==> src/rtl/twc_pkg.sv <==
// twc_pkg: shared types, codes and constants of the triggered window capture block
// no dependencies; compiled before every other file of the block
`default_nettype none

package twc_pkg;

   // fixed field widths
   localparam int unsigned RATE_WIDTH   = 23;
   localparam int unsigned MS_WIDTH     = 6;
   localparam int unsigned BYTE_WIDTH   = 8;
   localparam int unsigned VALUE_WIDTH  = 16;
   localparam int unsigned COUNT_WIDTH  = 32;
   localparam int unsigned WINDOW_WIDTH = 14;
   localparam int unsigned INDEX_WIDTH  = 16;

   // configuration port
   localparam int unsigned CSR_INDEX_WIDTH = 1;
   localparam int unsigned CSR_DATA_WIDTH  = RATE_WIDTH;

   // register reset values and window_ms clamp bounds
   localparam logic [RATE_WIDTH-1:0] RATE_RESET = 23'd2048000;
   localparam logic [MS_WIDTH-1:0]   MS_RESET   = 6'd20;
   localparam logic [MS_WIDTH-1:0]   MS_LOW     = 6'd5;
   localparam logic [MS_WIDTH-1:0]   MS_HIGH    = 6'd50;

   // default buffer size in bytes
   localparam int unsigned MAX_WINDOW_BYTES_DEFAULT = 12000;

   // window size arithmetic: ceil(rate * ms / 8000)
   // 8000 = 64 * 125; the divide by 125 is a multiply by ceil(2^30 / 125),
   // exact for every quotient input below 2^23
   localparam int unsigned PROD_WIDTH   = RATE_WIDTH + MS_WIDTH;
   localparam int unsigned ROUND_UP     = 7999;
   localparam int unsigned PRE_SHIFT    = 6;
   localparam int unsigned MID_WIDTH    = PROD_WIDTH - PRE_SHIFT;
   localparam int unsigned RECIP_WIDTH  = 24;
   localparam int unsigned RECIP_SHIFT  = 30;
   localparam logic [RECIP_WIDTH-1:0] RECIP_125 = 24'd8589935;
   localparam int unsigned FULL_WIDTH   = MID_WIDTH + RECIP_WIDTH;
   localparam int unsigned QUOT_WIDTH   = 16;

   // register indexes
   typedef enum logic [CSR_INDEX_WIDTH-1:0] {
      REG_SAMPLE_RATE = 1'b0,
      REG_WINDOW_MS   = 1'b1
   } reg_index_type;

   // input operation codes
   typedef enum logic {
      OP_DATA    = 1'b0,
      OP_TRIGGER = 1'b1
   } op_type;

   // result kinds
   typedef enum logic [1:0] {
      KIND_NONE    = 2'd0,
      KIND_HEADER  = 2'd1,
      KIND_DATA    = 2'd2,
      KIND_DROPPED = 2'd3
   } kind_type;

   // one result item
   typedef struct packed {
      kind_type               kind;
      logic [VALUE_WIDTH-1:0] value;
      logic                   last;
      logic [COUNT_WIDTH-1:0] triggers_accepted;
      logic [COUNT_WIDTH-1:0] triggers_rejected;
      logic [COUNT_WIDTH-1:0] windows_done;
   } result_type;

   // status of the window size unit
   typedef struct packed {
      logic                    busy;
      logic [WINDOW_WIDTH-1:0] window_bytes;
   } window_status_type;

endpackage

`default_nettype wire

==> src/rtl/twc_if.sv <==
// twc channel interfaces: request, response and configuration write channels
// depends on twc_pkg for field widths
`default_nettype none

interface twc_req_if;
   import twc_pkg::*;
   logic                  valid;
   logic                  ready;
   logic                  operation;
   logic [BYTE_WIDTH-1:0] data_byte;

   modport source (output valid, output operation, output data_byte, input ready);
   modport sink   (input valid, input operation, input data_byte, output ready);
endinterface

interface twc_rsp_if;
   import twc_pkg::*;
   logic                   valid;
   logic                   ready;
   logic [1:0]             kind;
   logic [VALUE_WIDTH-1:0] value;
   logic                   last;
   logic [COUNT_WIDTH-1:0] triggers_accepted;
   logic [COUNT_WIDTH-1:0] triggers_rejected;
   logic [COUNT_WIDTH-1:0] windows_done;

   modport source (output valid, output kind, output value, output last,
                   output triggers_accepted, output triggers_rejected,
                   output windows_done, input ready);
   modport sink   (input valid, input kind, input value, input last,
                   input triggers_accepted, input triggers_rejected,
                   input windows_done, output ready);
endinterface

interface twc_csr_if;
   import twc_pkg::*;
   logic                       valid;
   logic                       ready;
   logic [CSR_INDEX_WIDTH-1:0] index;
   logic [CSR_DATA_WIDTH-1:0]  wdata;

   modport source (output valid, output index, output wdata, input ready);
   modport sink   (input valid, input index, input wdata, output ready);
endinterface

`default_nettype wire

==> src/rtl/triggered_window_capture.sv <==
// triggered_window_capture: top level of the triggered window capture block
// depends on twc_pkg, the twc interfaces, twc_window, twc_capture, twc_out_buffer
//
//   channel   direction  carries
//   req_if    in         operation, data_byte
//   rsp_if    out        kind, value, last, triggers_accepted/rejected, windows_done
//   csr_if    in         index (0 sample_rate_hz, 1 window_ms), wdata
//
// one item per cycle while req_if.ready is high: the state update and result are
// formed in the transfer cycle, and the result reaches rsp_if from the result register
// a configuration write starts a 4-stage window size pipeline (multiply, round,
// reciprocal multiply, clamp); req_if.ready is low from the write cycle until the
// clamp stage holds the new size, and likewise after reset is released
// a stalled response fills a one-entry skid, after which req_if.ready drops
// reset is synchronous and active high
`default_nettype none

module triggered_window_capture #(
   parameter int unsigned MAX_WINDOW_BYTES = twc_pkg::MAX_WINDOW_BYTES_DEFAULT
) (
   input  wire logic clock,
   input  wire logic reset,
   twc_req_if.sink   req_if,
   twc_rsp_if.source rsp_if,
   twc_csr_if.sink   csr_if
);
   import twc_pkg::*;

   window_status_type win_status;
   result_type        result;
   logic              skid_full;
   logic              req_fire;

   assign req_if.ready = !win_status.busy && !skid_full;
   assign req_fire     = req_if.valid && req_if.ready;

   // window size from the configuration
   twc_window #(
      .MAX_WINDOW_BYTES (MAX_WINDOW_BYTES)
   ) u_window (
      .clock  (clock),
      .reset  (reset),
      .csr_if (csr_if),
      .status (win_status)
   );

   // capture state machine and counters
   twc_capture u_capture (
      .clock        (clock),
      .reset        (reset),
      .accept       (req_fire),
      .operation    (req_if.operation),
      .data_byte    (req_if.data_byte),
      .window_bytes (win_status.window_bytes),
      .result       (result)
   );

   // result register and skid
   twc_out_buffer u_out (
      .clock     (clock),
      .reset     (reset),
      .load      (req_fire),
      .result    (result),
      .rsp_if    (rsp_if),
      .skid_full (skid_full)
   );

   // no transfer while the window size is being worked out
   assert property (@(posedge clock) disable iff (reset)
      win_status.busy |-> !req_if.ready)
      else $error("request taken while window size unit busy");

   // last only marks a data byte
   assert property (@(posedge clock) disable iff (reset)
      (rsp_if.valid && rsp_if.last) |-> (rsp_if.kind == KIND_DATA))
      else $error("last set on a non-data result");

   // the skid holds an item only behind a waiting result
   assert property (@(posedge clock) disable iff (reset)
      skid_full |-> rsp_if.valid)
      else $error("skid occupied with empty result register");

   // a transfer into a stalled output leaves a result on the channel
   assert property (@(posedge clock) disable iff (reset)
      (req_fire && rsp_if.valid && !rsp_if.ready) |=> (rsp_if.valid && skid_full))
      else $error("result lost on a stalled response");

endmodule

`default_nettype wire

==> src/rtl/twc_window.sv <==
// twc_window: configuration registers and the pipelined window size unit
// depends on twc_pkg and twc_csr_if
`default_nettype none

module twc_window #(
   parameter int unsigned MAX_WINDOW_BYTES = twc_pkg::MAX_WINDOW_BYTES_DEFAULT
) (
   input  wire logic                       clock,
   input  wire logic                       reset,
   twc_csr_if.sink                         csr_if,
   output      twc_pkg::window_status_type status
);
   import twc_pkg::*;

   localparam logic [QUOT_WIDTH-1:0]   MAX_QUOT = QUOT_WIDTH'(MAX_WINDOW_BYTES);
   localparam logic [WINDOW_WIDTH-1:0] MAX_WIN  = WINDOW_WIDTH'(MAX_WINDOW_BYTES);

   logic [RATE_WIDTH-1:0]   rate_ff;
   logic [MS_WIDTH-1:0]     ms_ff;
   logic                    start_ff;
   logic                    v1_ff, v2_ff, v3_ff;
   logic [PROD_WIDTH-1:0]   prod_ff, prod_in;
   logic [MID_WIDTH-1:0]    mid_ff, mid_in;
   logic [QUOT_WIDTH-1:0]   quot_ff, quot_in;
   logic [WINDOW_WIDTH-1:0] window_ff, window_in;
   logic [MS_WIDTH-1:0]     ms_clamped;
   logic [FULL_WIDTH-1:0]   full;
   logic                    csr_fire;

   assign csr_if.ready = 1'b1;
   assign csr_fire     = csr_if.valid && csr_if.ready;

   // configuration registers; every write restarts the size computation
   always_ff @(posedge clock) begin
      if (reset) begin
         rate_ff  <= RATE_RESET;
         ms_ff    <= MS_RESET;
         start_ff <= 1'b1;
      end else begin
         start_ff <= csr_fire;
         if (csr_fire) begin
            case (reg_index_type'(csr_if.index))
               REG_SAMPLE_RATE: rate_ff <= csr_if.wdata;
               REG_WINDOW_MS:   ms_ff   <= csr_if.wdata[MS_WIDTH-1:0];
               default:         ;
            endcase
         end
      end
   end

   // clamp milliseconds and form rate * ms
   always_comb begin
      if (ms_ff < MS_LOW) begin
         ms_clamped = MS_LOW;
      end else if (ms_ff > MS_HIGH) begin
         ms_clamped = MS_HIGH;
      end else begin
         ms_clamped = ms_ff;
      end
      prod_in = PROD_WIDTH'(rate_ff) * PROD_WIDTH'(ms_clamped);
   end

   // round up and divide by 64
   assign mid_in = MID_WIDTH'((PROD_WIDTH'(prod_ff) + PROD_WIDTH'(ROUND_UP)) >> PRE_SHIFT);

   // divide by 125 through the reciprocal
   assign full    = FULL_WIDTH'(mid_ff) * FULL_WIDTH'(RECIP_125);
   assign quot_in = QUOT_WIDTH'(full >> RECIP_SHIFT);

   // clamp to one through the buffer size
   always_comb begin
      if (quot_ff == '0) begin
         window_in = WINDOW_WIDTH'(1);
      end else if (quot_ff > MAX_QUOT) begin
         window_in = MAX_WIN;
      end else begin
         window_in = quot_ff[WINDOW_WIDTH-1:0];
      end
   end

   // stage valid bits
   always_ff @(posedge clock) begin
      if (reset) begin
         v1_ff <= 1'b0;
         v2_ff <= 1'b0;
         v3_ff <= 1'b0;
      end else begin
         v1_ff <= start_ff;
         v2_ff <= v1_ff;
         v3_ff <= v2_ff;
      end
   end

   // stage data
   always_ff @(posedge clock) begin
      if (start_ff) begin
         prod_ff <= prod_in;
      end
      if (v1_ff) begin
         mid_ff <= mid_in;
      end
      if (v2_ff) begin
         quot_ff <= quot_in;
      end
      if (v3_ff) begin
         window_ff <= window_in;
      end
   end

   assign status.busy         = csr_fire || start_ff || v1_ff || v2_ff || v3_ff;
   assign status.window_bytes = window_ff;

endmodule

`default_nettype wire

==> src/rtl/twc_capture.sv <==
// twc_capture: capture state, counters and the result of each accepted item
// depends on twc_pkg
`default_nettype none

module twc_capture (
   input  wire logic                                 clock,
   input  wire logic                                 reset,
   input  wire logic                                 accept,
   input  wire logic                                 operation,
   input  wire logic [twc_pkg::BYTE_WIDTH-1:0]       data_byte,
   input  wire logic [twc_pkg::WINDOW_WIDTH-1:0]     window_bytes,
   output      twc_pkg::result_type                  result
);
   import twc_pkg::*;

   logic                    capturing_ff, capturing_in;
   logic [WINDOW_WIDTH-1:0] taken_ff, taken_in;
   logic [INDEX_WIDTH-1:0]  index_ff, index_in;
   logic [COUNT_WIDTH-1:0]  accepted_ff, accepted_in;
   logic [COUNT_WIDTH-1:0]  rejected_ff, rejected_in;
   logic [COUNT_WIDTH-1:0]  done_ff, done_in;
   logic [WINDOW_WIDTH-1:0] taken_next;

   assign taken_next = taken_ff + WINDOW_WIDTH'(1);

   // next state and result for the item at the port
   always_comb begin
      capturing_in = capturing_ff;
      taken_in     = taken_ff;
      index_in     = index_ff;
      accepted_in  = accepted_ff;
      rejected_in  = rejected_ff;
      done_in      = done_ff;
      result.kind  = KIND_NONE;
      result.value = '0;
      result.last  = 1'b0;
      if (op_type'(operation) == OP_TRIGGER) begin
         if (capturing_ff) begin
            rejected_in = rejected_ff + COUNT_WIDTH'(1);
            result.kind = KIND_DROPPED;
         end else begin
            accepted_in  = accepted_ff + COUNT_WIDTH'(1);
            result.value = index_ff;
            index_in     = index_ff + INDEX_WIDTH'(1);
            taken_in     = '0;
            capturing_in = 1'b1;
            result.kind  = KIND_HEADER;
         end
      end else if (capturing_ff) begin
         taken_in     = taken_next;
         result.kind  = KIND_DATA;
         result.value = VALUE_WIDTH'(data_byte);
         // window may have shrunk below the count, so greater-or-equal
         if (taken_next >= window_bytes) begin
            result.last  = 1'b1;
            capturing_in = 1'b0;
            done_in      = done_ff + COUNT_WIDTH'(1);
         end
      end
      result.triggers_accepted = accepted_in;
      result.triggers_rejected = rejected_in;
      result.windows_done      = done_in;
   end

   // state update on each transfer
   always_ff @(posedge clock) begin
      if (reset) begin
         capturing_ff <= 1'b0;
         taken_ff     <= '0;
         index_ff     <= '0;
         accepted_ff  <= '0;
         rejected_ff  <= '0;
         done_ff      <= '0;
      end else if (accept) begin
         capturing_ff <= capturing_in;
         taken_ff     <= taken_in;
         index_ff     <= index_in;
         accepted_ff  <= accepted_in;
         rejected_ff  <= rejected_in;
         done_ff      <= done_in;
      end
   end

endmodule

`default_nettype wire

==> src/rtl/twc_out_buffer.sv <==
// twc_out_buffer: result register with a skid stage in front of the response channel
// depends on twc_pkg and twc_rsp_if
`default_nettype none

module twc_out_buffer (
   input  wire logic                clock,
   input  wire logic                reset,
   input  wire logic                load,
   input  wire twc_pkg::result_type result,
   twc_rsp_if.source                rsp_if,
   output      logic                skid_full
);
   import twc_pkg::*;

   result_type out_ff, skid_ff;
   logic       out_valid_ff, skid_valid_ff;
   logic       out_free;

   assign out_free = !out_valid_ff || rsp_if.ready;

   // valid flags
   always_ff @(posedge clock) begin
      if (reset) begin
         out_valid_ff  <= 1'b0;
         skid_valid_ff <= 1'b0;
      end else if (out_free) begin
         out_valid_ff  <= skid_valid_ff || load;
         skid_valid_ff <= 1'b0;
      end else if (load) begin
         skid_valid_ff <= 1'b1;
      end
   end

   // payload: skid drains first, a new item parks in the skid when stalled
   always_ff @(posedge clock) begin
      if (out_free) begin
         if (skid_valid_ff) begin
            out_ff <= skid_ff;
         end else if (load) begin
            out_ff <= result;
         end
      end else if (load) begin
         skid_ff <= result;
      end
   end

   assign skid_full                = skid_valid_ff;
   assign rsp_if.valid             = out_valid_ff;
   assign rsp_if.kind              = out_ff.kind;
   assign rsp_if.value             = out_ff.value;
   assign rsp_if.last              = out_ff.last;
   assign rsp_if.triggers_accepted = out_ff.triggers_accepted;
   assign rsp_if.triggers_rejected = out_ff.triggers_rejected;
   assign rsp_if.windows_done      = out_ff.windows_done;

endmodule

`default_nettype wire
==> src/flat_wrapper.sv <==
// flat-port wrapper written by rule: the top's interface ports become plain ports
module triggered_window_capture_flat import twc_pkg::*;
#(
   parameter int unsigned MAX_WINDOW_BYTES = twc_pkg::MAX_WINDOW_BYTES_DEFAULT
)
  (clock, reset, req_if_valid, req_if_operation, req_if_data_byte, req_if_ready, rsp_if_valid, rsp_if_kind, rsp_if_value, rsp_if_last, rsp_if_triggers_accepted, rsp_if_triggers_rejected, rsp_if_windows_done, rsp_if_ready, csr_if_valid, csr_if_index, csr_if_wdata, csr_if_ready);
  twc_req_if req_if_i ();
  twc_rsp_if rsp_if_i ();
  twc_csr_if csr_if_i ();
  input  wire logic clock;
  input  wire logic reset;
  input wire logic [$bits(req_if_i.valid)-1:0] req_if_valid;
  input wire logic [$bits(req_if_i.operation)-1:0] req_if_operation;
  input wire logic [$bits(req_if_i.data_byte)-1:0] req_if_data_byte;
  output wire logic [$bits(req_if_i.ready)-1:0] req_if_ready;
  output wire logic [$bits(rsp_if_i.valid)-1:0] rsp_if_valid;
  output wire logic [$bits(rsp_if_i.kind)-1:0] rsp_if_kind;
  output wire logic [$bits(rsp_if_i.value)-1:0] rsp_if_value;
  output wire logic [$bits(rsp_if_i.last)-1:0] rsp_if_last;
  output wire logic [$bits(rsp_if_i.triggers_accepted)-1:0] rsp_if_triggers_accepted;
  output wire logic [$bits(rsp_if_i.triggers_rejected)-1:0] rsp_if_triggers_rejected;
  output wire logic [$bits(rsp_if_i.windows_done)-1:0] rsp_if_windows_done;
  input wire logic [$bits(rsp_if_i.ready)-1:0] rsp_if_ready;
  input wire logic [$bits(csr_if_i.valid)-1:0] csr_if_valid;
  input wire logic [$bits(csr_if_i.index)-1:0] csr_if_index;
  input wire logic [$bits(csr_if_i.wdata)-1:0] csr_if_wdata;
  output wire logic [$bits(csr_if_i.ready)-1:0] csr_if_ready;
  assign req_if_i.valid = req_if_valid;
  assign req_if_i.operation = req_if_operation;
  assign req_if_i.data_byte = req_if_data_byte;
  assign req_if_ready = req_if_i.ready;
  assign rsp_if_valid = rsp_if_i.valid;
  assign rsp_if_kind = rsp_if_i.kind;
  assign rsp_if_value = rsp_if_i.value;
  assign rsp_if_last = rsp_if_i.last;
  assign rsp_if_triggers_accepted = rsp_if_i.triggers_accepted;
  assign rsp_if_triggers_rejected = rsp_if_i.triggers_rejected;
  assign rsp_if_windows_done = rsp_if_i.windows_done;
  assign rsp_if_i.ready = rsp_if_ready;
  assign csr_if_i.valid = csr_if_valid;
  assign csr_if_i.index = csr_if_index;
  assign csr_if_i.wdata = csr_if_wdata;
  assign csr_if_ready = csr_if_i.ready;
  triggered_window_capture #(.MAX_WINDOW_BYTES(MAX_WINDOW_BYTES)) u_core (.clock(clock), .reset(reset), .req_if(req_if_i), .rsp_if(rsp_if_i), .csr_if(csr_if_i));
endmodule
==> config.mk <==
export PLATFORM = sky130hd
export DESIGN_NAME = triggered_window_capture_flat
export DESIGN_NICKNAME = d
export VERILOG_FILES = /design/src/rtl/twc_pkg.sv /design/src/rtl/twc_if.sv /design/src/rtl/triggered_window_capture.sv /design/src/rtl/twc_window.sv /design/src/rtl/twc_capture.sv /design/src/rtl/twc_out_buffer.sv /design/src/flat_wrapper.sv
export SDC_FILE = /design/constraint.sdc
export NUM_CORES = 2
export LEC_CHECK = 0
export BUFFER_PORTS_ARGS = -buffer_cell sky130_fd_sc_hd__buf_4
export CAP_MARGIN = 25
export CORE_MARGIN = 5
export CORE_UTILIZATION = 51
export DETAILED_ROUTE_END_ITERATION = 10
export PLACE_DENSITY = 0.68
export SLEW_MARGIN = 15
export SYNTH_ARGS = -nofsm -noshare
export SYNTH_HDL_FRONTEND = slang
export SYNTH_SLANG_ARGS = --single-unit
export TNS_END_PERCENT = 5
==> constraint.sdc <==
create_clock -name clock -period 11 [get_ports clock]
set_input_delay 1.65 -clock clock [delete_from_list [all_inputs] [get_ports clock]]
set_output_delay 1.65 -clock clock [all_outputs]
set_load 0.005 [all_outputs]
# --- Yosys cells after proc, flatten, opt, wreduce, memory -nomap -nowiden ---
# Index checks and enable logic that the tools add are counted.
# Widths: inputs -> output; s select.
classes:
  addsub: 6
  multipliers: 2
  n_lt_le_gt_ge: 4
  n_eq_ne: 1
  n_mux: 24
  bitwise_logic: 3
  n_reduce_logical: 22
ops:
  columns: ["op", "n"]
  rows:
  - ["$mux 115", 2]
  - ["$mux 32", 7]
  - ["$add 32x1->32 const B", 3]
  - ["$mux 14", 4]
  - ["$mul 23x24->46 const B", 1]
  - ["$add 29x13->29 const B", 1]
  - ["$mul 23x6->29", 1]
  - ["$mux 19", 1]
  - ["$mux 18", 1]
  - ["$add 16x1->16 const B", 1]
  - ["$gt 16x14->1 const B", 1]
  - ["$logic_not 16->1", 1]
  - ["$mux 16", 1]
  - ["$add 14x1->14 const B", 1]
  - ["$ge 14x14->1", 1]
  - ["$mux 6", 2]
  - ["$reduce_and 2->1", 4]
  - ["$gt 6x6->1 const B", 1]
  - ["$logic_or 1x1->1", 6]
  - ["$lt 6x3->1 const B", 1]
  - ["$reduce_and 3->1", 2]
  - ["$mux 1", 5]
  - ["$reduce_bool 2->1", 2]
  - ["$reduce_or 2->1", 2]
  - ["5 further kinds", 10]
word_totals:
  register_bits: 474
  input_bits: 38
  word_cells: 93

# --- Logic depth before layout (Yosys ltp) ---
depth:
  ltp_word: 9
  ltp_mapped: 25
  mapped_depth_nobuf: 25

# --- By module ---
# From an unflattened synthesis, not the netlist that was laid out.
hier_totals:
  hier_cells: 3176
  hier_area_um2: 33945.1
by_module_without_submodules:
  columns: ["module", "n_inst", "cells_per_inst", "area_per_inst_um2", "seq_area_each_um2"]
  rows:
  - ["twc_window", 1, 1692, 16673.5, 3123.0]
  - ["twc_capture", 1, 1115, 8729.6, 2542.4]
  - ["twc_out_buffer", 1, 367, 8525.7, 6946.7]
  - ["triggered_window_capture", 1, 2, 16.3, 0.0]

# --- Worst setup path before layout ---
# Ideal clock, no wire load.
synth_path:
  path_kind: "input to register"
  start: "input port csr_if_valid"
  end: "register u_core.u_out.out_ff, in the netlist u_core.u_out.rsp_if.kind[0] (enable)"
  setup_ps: 603
  arrival_time_ps: 8275
  t_required_ps: 10397
  slack_ps: 2122
  cell_stages: 7
  n_path_buf: 2
  cell_sequence: "or4_1 nor3_1 and2_1 buf_2 buf_1 nor2_1 nor2b_1"
synth_between:
  elab_chain_cells: 9
synth_lines:
  columns: ["element", "line_no", "source"]
  rows:
  - ["start: declaration", "flat_wrapper.sv:24", "input wire logic [$bits(csr_if_i.valid)-1:0] csr_if_valid;"]
  - ["$logic_or 1x1->1 (4 in series)", "twc_window.sv:110", "assign status.busy = csr_fire || start_ff || v1_ff || v2_ff || v3_ff;"]
  - ["$logic_not 1->1", "triggered_window_capture.sv:34", "assign req_if.ready = !win_status.busy && !skid_full;"]
  - ["$logic_and 1x1->1", "triggered_window_capture.sv:34", null]
  - ["via req_if_ready", "flat_wrapper.sv:15", "output wire logic [$bits(req_if_i.ready)-1:0] req_if_ready;"]
  - ["$logic_and 1x1->1", "triggered_window_capture.sv:35", "assign req_fire = req_if.valid && req_if.ready;"]
  - ["$reduce_bool 2->1 (no line)", null, null]
  - ["$reduce_and 2->1 (no line)", null, null]
  - ["end signal: assignment", "twc_out_buffer.sv:38", "out_ff <= skid_ff;"]
  - ["end signal: assignment", "twc_out_buffer.sv:40", "out_ff <= result;"]
  - ["end: declaration", "twc_out_buffer.sv:15", "result_type out_ff, skid_ff;"]
# The timed path passes the listed nets, and every way through them passes these cells.
# A chain may end at the register's enable or synchronous reset.

# --- Final worst setup path ---
layout_path:
  start: "register u_core.u_window.mid_ff[20]"
  end: "register u_core.u_window.quot_ff[15], data pin"
layout_between:
  elab_chain_cells: 1
layout_lines:
  columns: ["element", "line_no", "source"]
  rows:
  - ["start: declaration", "twc_window.sv:23", "logic [MID_WIDTH-1:0] mid_ff, mid_in;"]
  - ["start signal: assignment", "twc_window.sv:100", "mid_ff <= mid_in;"]
  - ["$mul 23x24->46", "twc_window.sv:67", "assign full = FULL_WIDTH'(mid_ff) * FULL_WIDTH'(RECIP_125);"]
  - ["via u_core.u_window.full[45]", "twc_window.sv:27", "logic [FULL_WIDTH-1:0] full;"]
  - ["end signal: assignment", "twc_window.sv:103", "quot_ff <= quot_in;"]
  - ["end: declaration", "twc_window.sv:24", "logic [QUOT_WIDTH-1:0] quot_ff, quot_in;"]
# The timed path passes the listed nets, and every way through them passes these cells.

==> flow_metrics.py <==
metrics = {
    "sta": {
        "skew_ns": 0.0539,
        "slew_headroom_pct": 33.9,
        "period_share_pct": 67.4,
        "min_period_ns": 7.41,
        "setup_violations": 0,
        "slew_viol_final": 0,
        "max_freq_mhz": 135,
        "tns_ns": 0,
        "rsz0062_at_grt": "no",
        "tightestPinTransition_ns": 0.990,
        "finalHoldViolCount": 0,
    },
    "critical_path": {
        "crit_arrival_ns": 7.73,
        "cp_cell_sequence": "fa_1, inv_1, fa_1, inv_1, fa_1, fa_1, fa_1, inv_1, fa_1, inv_1, fa_1, ha_1, a21oi_1, o21ai_0, a21oi_1, o2111ai_1, o21ai_0, a31oi_1, o221ai_1, o221ai_1, xnor2_1",
        "critical_path.startpoint_type": "flop",
        "crit_top_cell": "fa_1",
        "path_max_fanout": 8,
        "path_class": "reg -> reg",
        "critPathCaptureType": "flop",
        "max_stage_delay_ns": 0.64,
        "crit_slowest_cell": "fa_1",
        "crit_required_ns": 11.32,
        "reg2regPathDepth": 21,
    },
    "detailed_routing": {
        "routed_wl_mm": 69.1,
        "ant_nets": 0,
        "vias_per_cell": 5.32,
        "drc_errors": 0,
        "first_pass_iters": 5,
        "first_iter_violations": 1306,
        "wl_per_cell_um": 17.1,
        "vias": 21500,
    },
    "logic_synthesis": {
        "synthTopCellsByArea": "edfxtp_1 29%, fa_1 15%, ha_1 11%",
        "ys_seq_elements": 474,
        "syn_avg_cell_area_um2": 10.7,
        "synth-main-ff-cell": "edfxtp_1",
        "synth_cell_types": 72,
        "netlist.area_leader.share_pct": 28.9,
        "yosysMostFrequentCell": "inv_1",
        "synthCells": 3031,
        "ys_seq_area_share_pct": 38.9,
        "async_reset_ff_share_pct": 0,
        "synth_edf_count": 312,
        "synth.top_cells.by_count": "422 x inv_1, 312 x edfxtp_1, 294 x ha_1",
        "yosysTopAreaCell": "edfxtp_1",
        "syn_area_um2": 32400,
        "syn_nets": 3603,
        "ys_warn_count": 0,
    },
    "floorplan": {
        "die_w_um": 262,
        "die-area_um2": 68700,
        "core_um2": 63000,
        "rows": 92,
        "pin_count": 156,
        "die_h_um": 262,
        "initial_core_util_pct": 51.5,
    },
    "cts": {
        "cts_tree": "done",
        "cts_resized": 0,
        "postCtsSetupBuffers": 0,
        "cts_inserted_buffers": 50,
        "clockRootBuffer": "clkbuf_16",
        "cts.reportedPaths.clkPinSlew_ns": 0.06,
        "clkLatencyLatePin_ns": 0.62,
        "cts-htree-levels": 2,
        "cts.sinks": 474,
        "cts_hold_buf": 0,
        "clockBufferDepth": 3,
    },
    "cells_and_area": {
        "area_growth_pct": 11.3,
        "drive_above_1_share_pct": 12.4,
        "diodes": 0,
        "final_nets": 3730,
    },
    "place": {
        "portBuffers": 154,
        "hpwl_mm": 52.4,
        "finalWeightedCongestion": 0.895,
    },
    "global_route": {
        "grt_pass1_vias": 22200,
        "antenna_found_initial": 1,
        "grt_pass1_wl_mm": 114,
        "grt_max_degree": 87,
        "grt_use_total_pct": 20.2,
        "grt.overflow.total": 0,
    },
    "run": {
        "cap_violations": 0,
    },
    "hold_path": {
        "whs_path_depth": 2,
        "hp-class": "reg -> reg",
    },
    "run_status": {
        "outcome": "finished, final reports clean",
    },
}
[per-stage QoR]
step	std cells	setup slack [ns]	cell area [µm²]	hold WS (ns)	utilization, %
after floorplan	3031	2.12	32400	0.450	-
after global placement	3949	3.69	34400	0.468	54.6
after detailed placement	3950	3.59	34400	0.467	54.6
after CTS	4042	3.59	36000	0.474	57.2
after global routing	4044	3.26	36000	0.505	57.2
final	4044	3.59	36000	0.473	57.2
[layout make-up]
class | instances | area (µm²)
Clock inverter | 29 | 319
Multi-Input combinational cell | 2037 | 17800
Inverter | 423 | 1590
Fill cell | 5261 | 26900
Sequential cell | 474 | 12600
Timing Repair Buffer | 172 | 1320
Clock buffer | 63 | 1310
Tap cell | 846 | 1060
[critical path, delay by kind of cell (launching register included)]
kind                     cells  cell delay (ns)
AO/OA/AOI/OAI                8             2.07
XOR/XNOR                     1             0.17
buffers and inverters        4             0.24
flip-flops                   1             0.56
adder cells (fa/ha/maj)      8             4.11
[placed cells by master, fill, tap and decap left out, types with 50 or more instances in the layout]
master	n
o21ai_0	67
ha_1	294
nand3_1	86
xor2_1	94
buf_4	169
nand2_1	268
mux2_2	116
and3_1	51
fa_1	240
dfxtp_1	162
nor2_1	187
edfxtp_1	312
a21oi_1	120
inv_1	422
xnor2_1	131
clkbuf_16	50
[logic make-up after synthesis]
logic type                 after synthesis  share of synthesized area, %
AOI/OAI and AO/OA                      294                          5.49
xor gates and xnor gates               226                          6.13
adders and majority gates              534                          26.2
buffers and inverters                  520                          6.09
DFF                                    474                          38.9
muxes                                  119                          4.12
other                                    1                        0.0116
and+or+nand+nor                        863                          13.0
[path summary, 6_finish.rpt]
path	start	end	slack, ns
max reg2reg	u_core.u_window.mid_ff[20]	u_core.u_window.quot_ff[15]	3.59
min reg2reg	u_core.u_window.ms_ff[0]	u_core.u_window.ms_ff[0]	0.47
max	u_core.u_window.mid_ff[20]	u_core.u_window.quot_ff[15]	3.59
min	u_core.u_window.ms_ff[0]	u_core.u_window.ms_ff[0]	0.47
[state kept, by name, summed over array words and instances (netlist names), 23 cells and up]
register	flops
u_core.u_out.rsp_if.triggers_rejected	32
u_core.u_window.mid_ff	23
u_core.u_out.skid_ff	115
u_core.u_out.rsp_if.triggers_accepted	32
u_core.u_capture.rejected_ff	32
u_core.u_capture.done_ff	32
u_core.u_window.prod_ff	29
u_core.u_window.rate_ff	23
u_core.u_out.rsp_if.windows_done	32
u_core.u_capture.accepted_ff	32
[metal layers]
layer | share of wire, % | track usage (%) | routed length, µm
met5 | 0 | 0 | 0
met4 | 2.4 | 4.88 | 1670
met3 | 4.0 | 2.71 | 2780
met2 | 48 | 33.7 | 33000
met1 | 46 | 28.4 | 31700
Power is left out: the tool's default activity adds up to more than one toggle a clock period on the data nets, which glitch-free logic cannot reach.
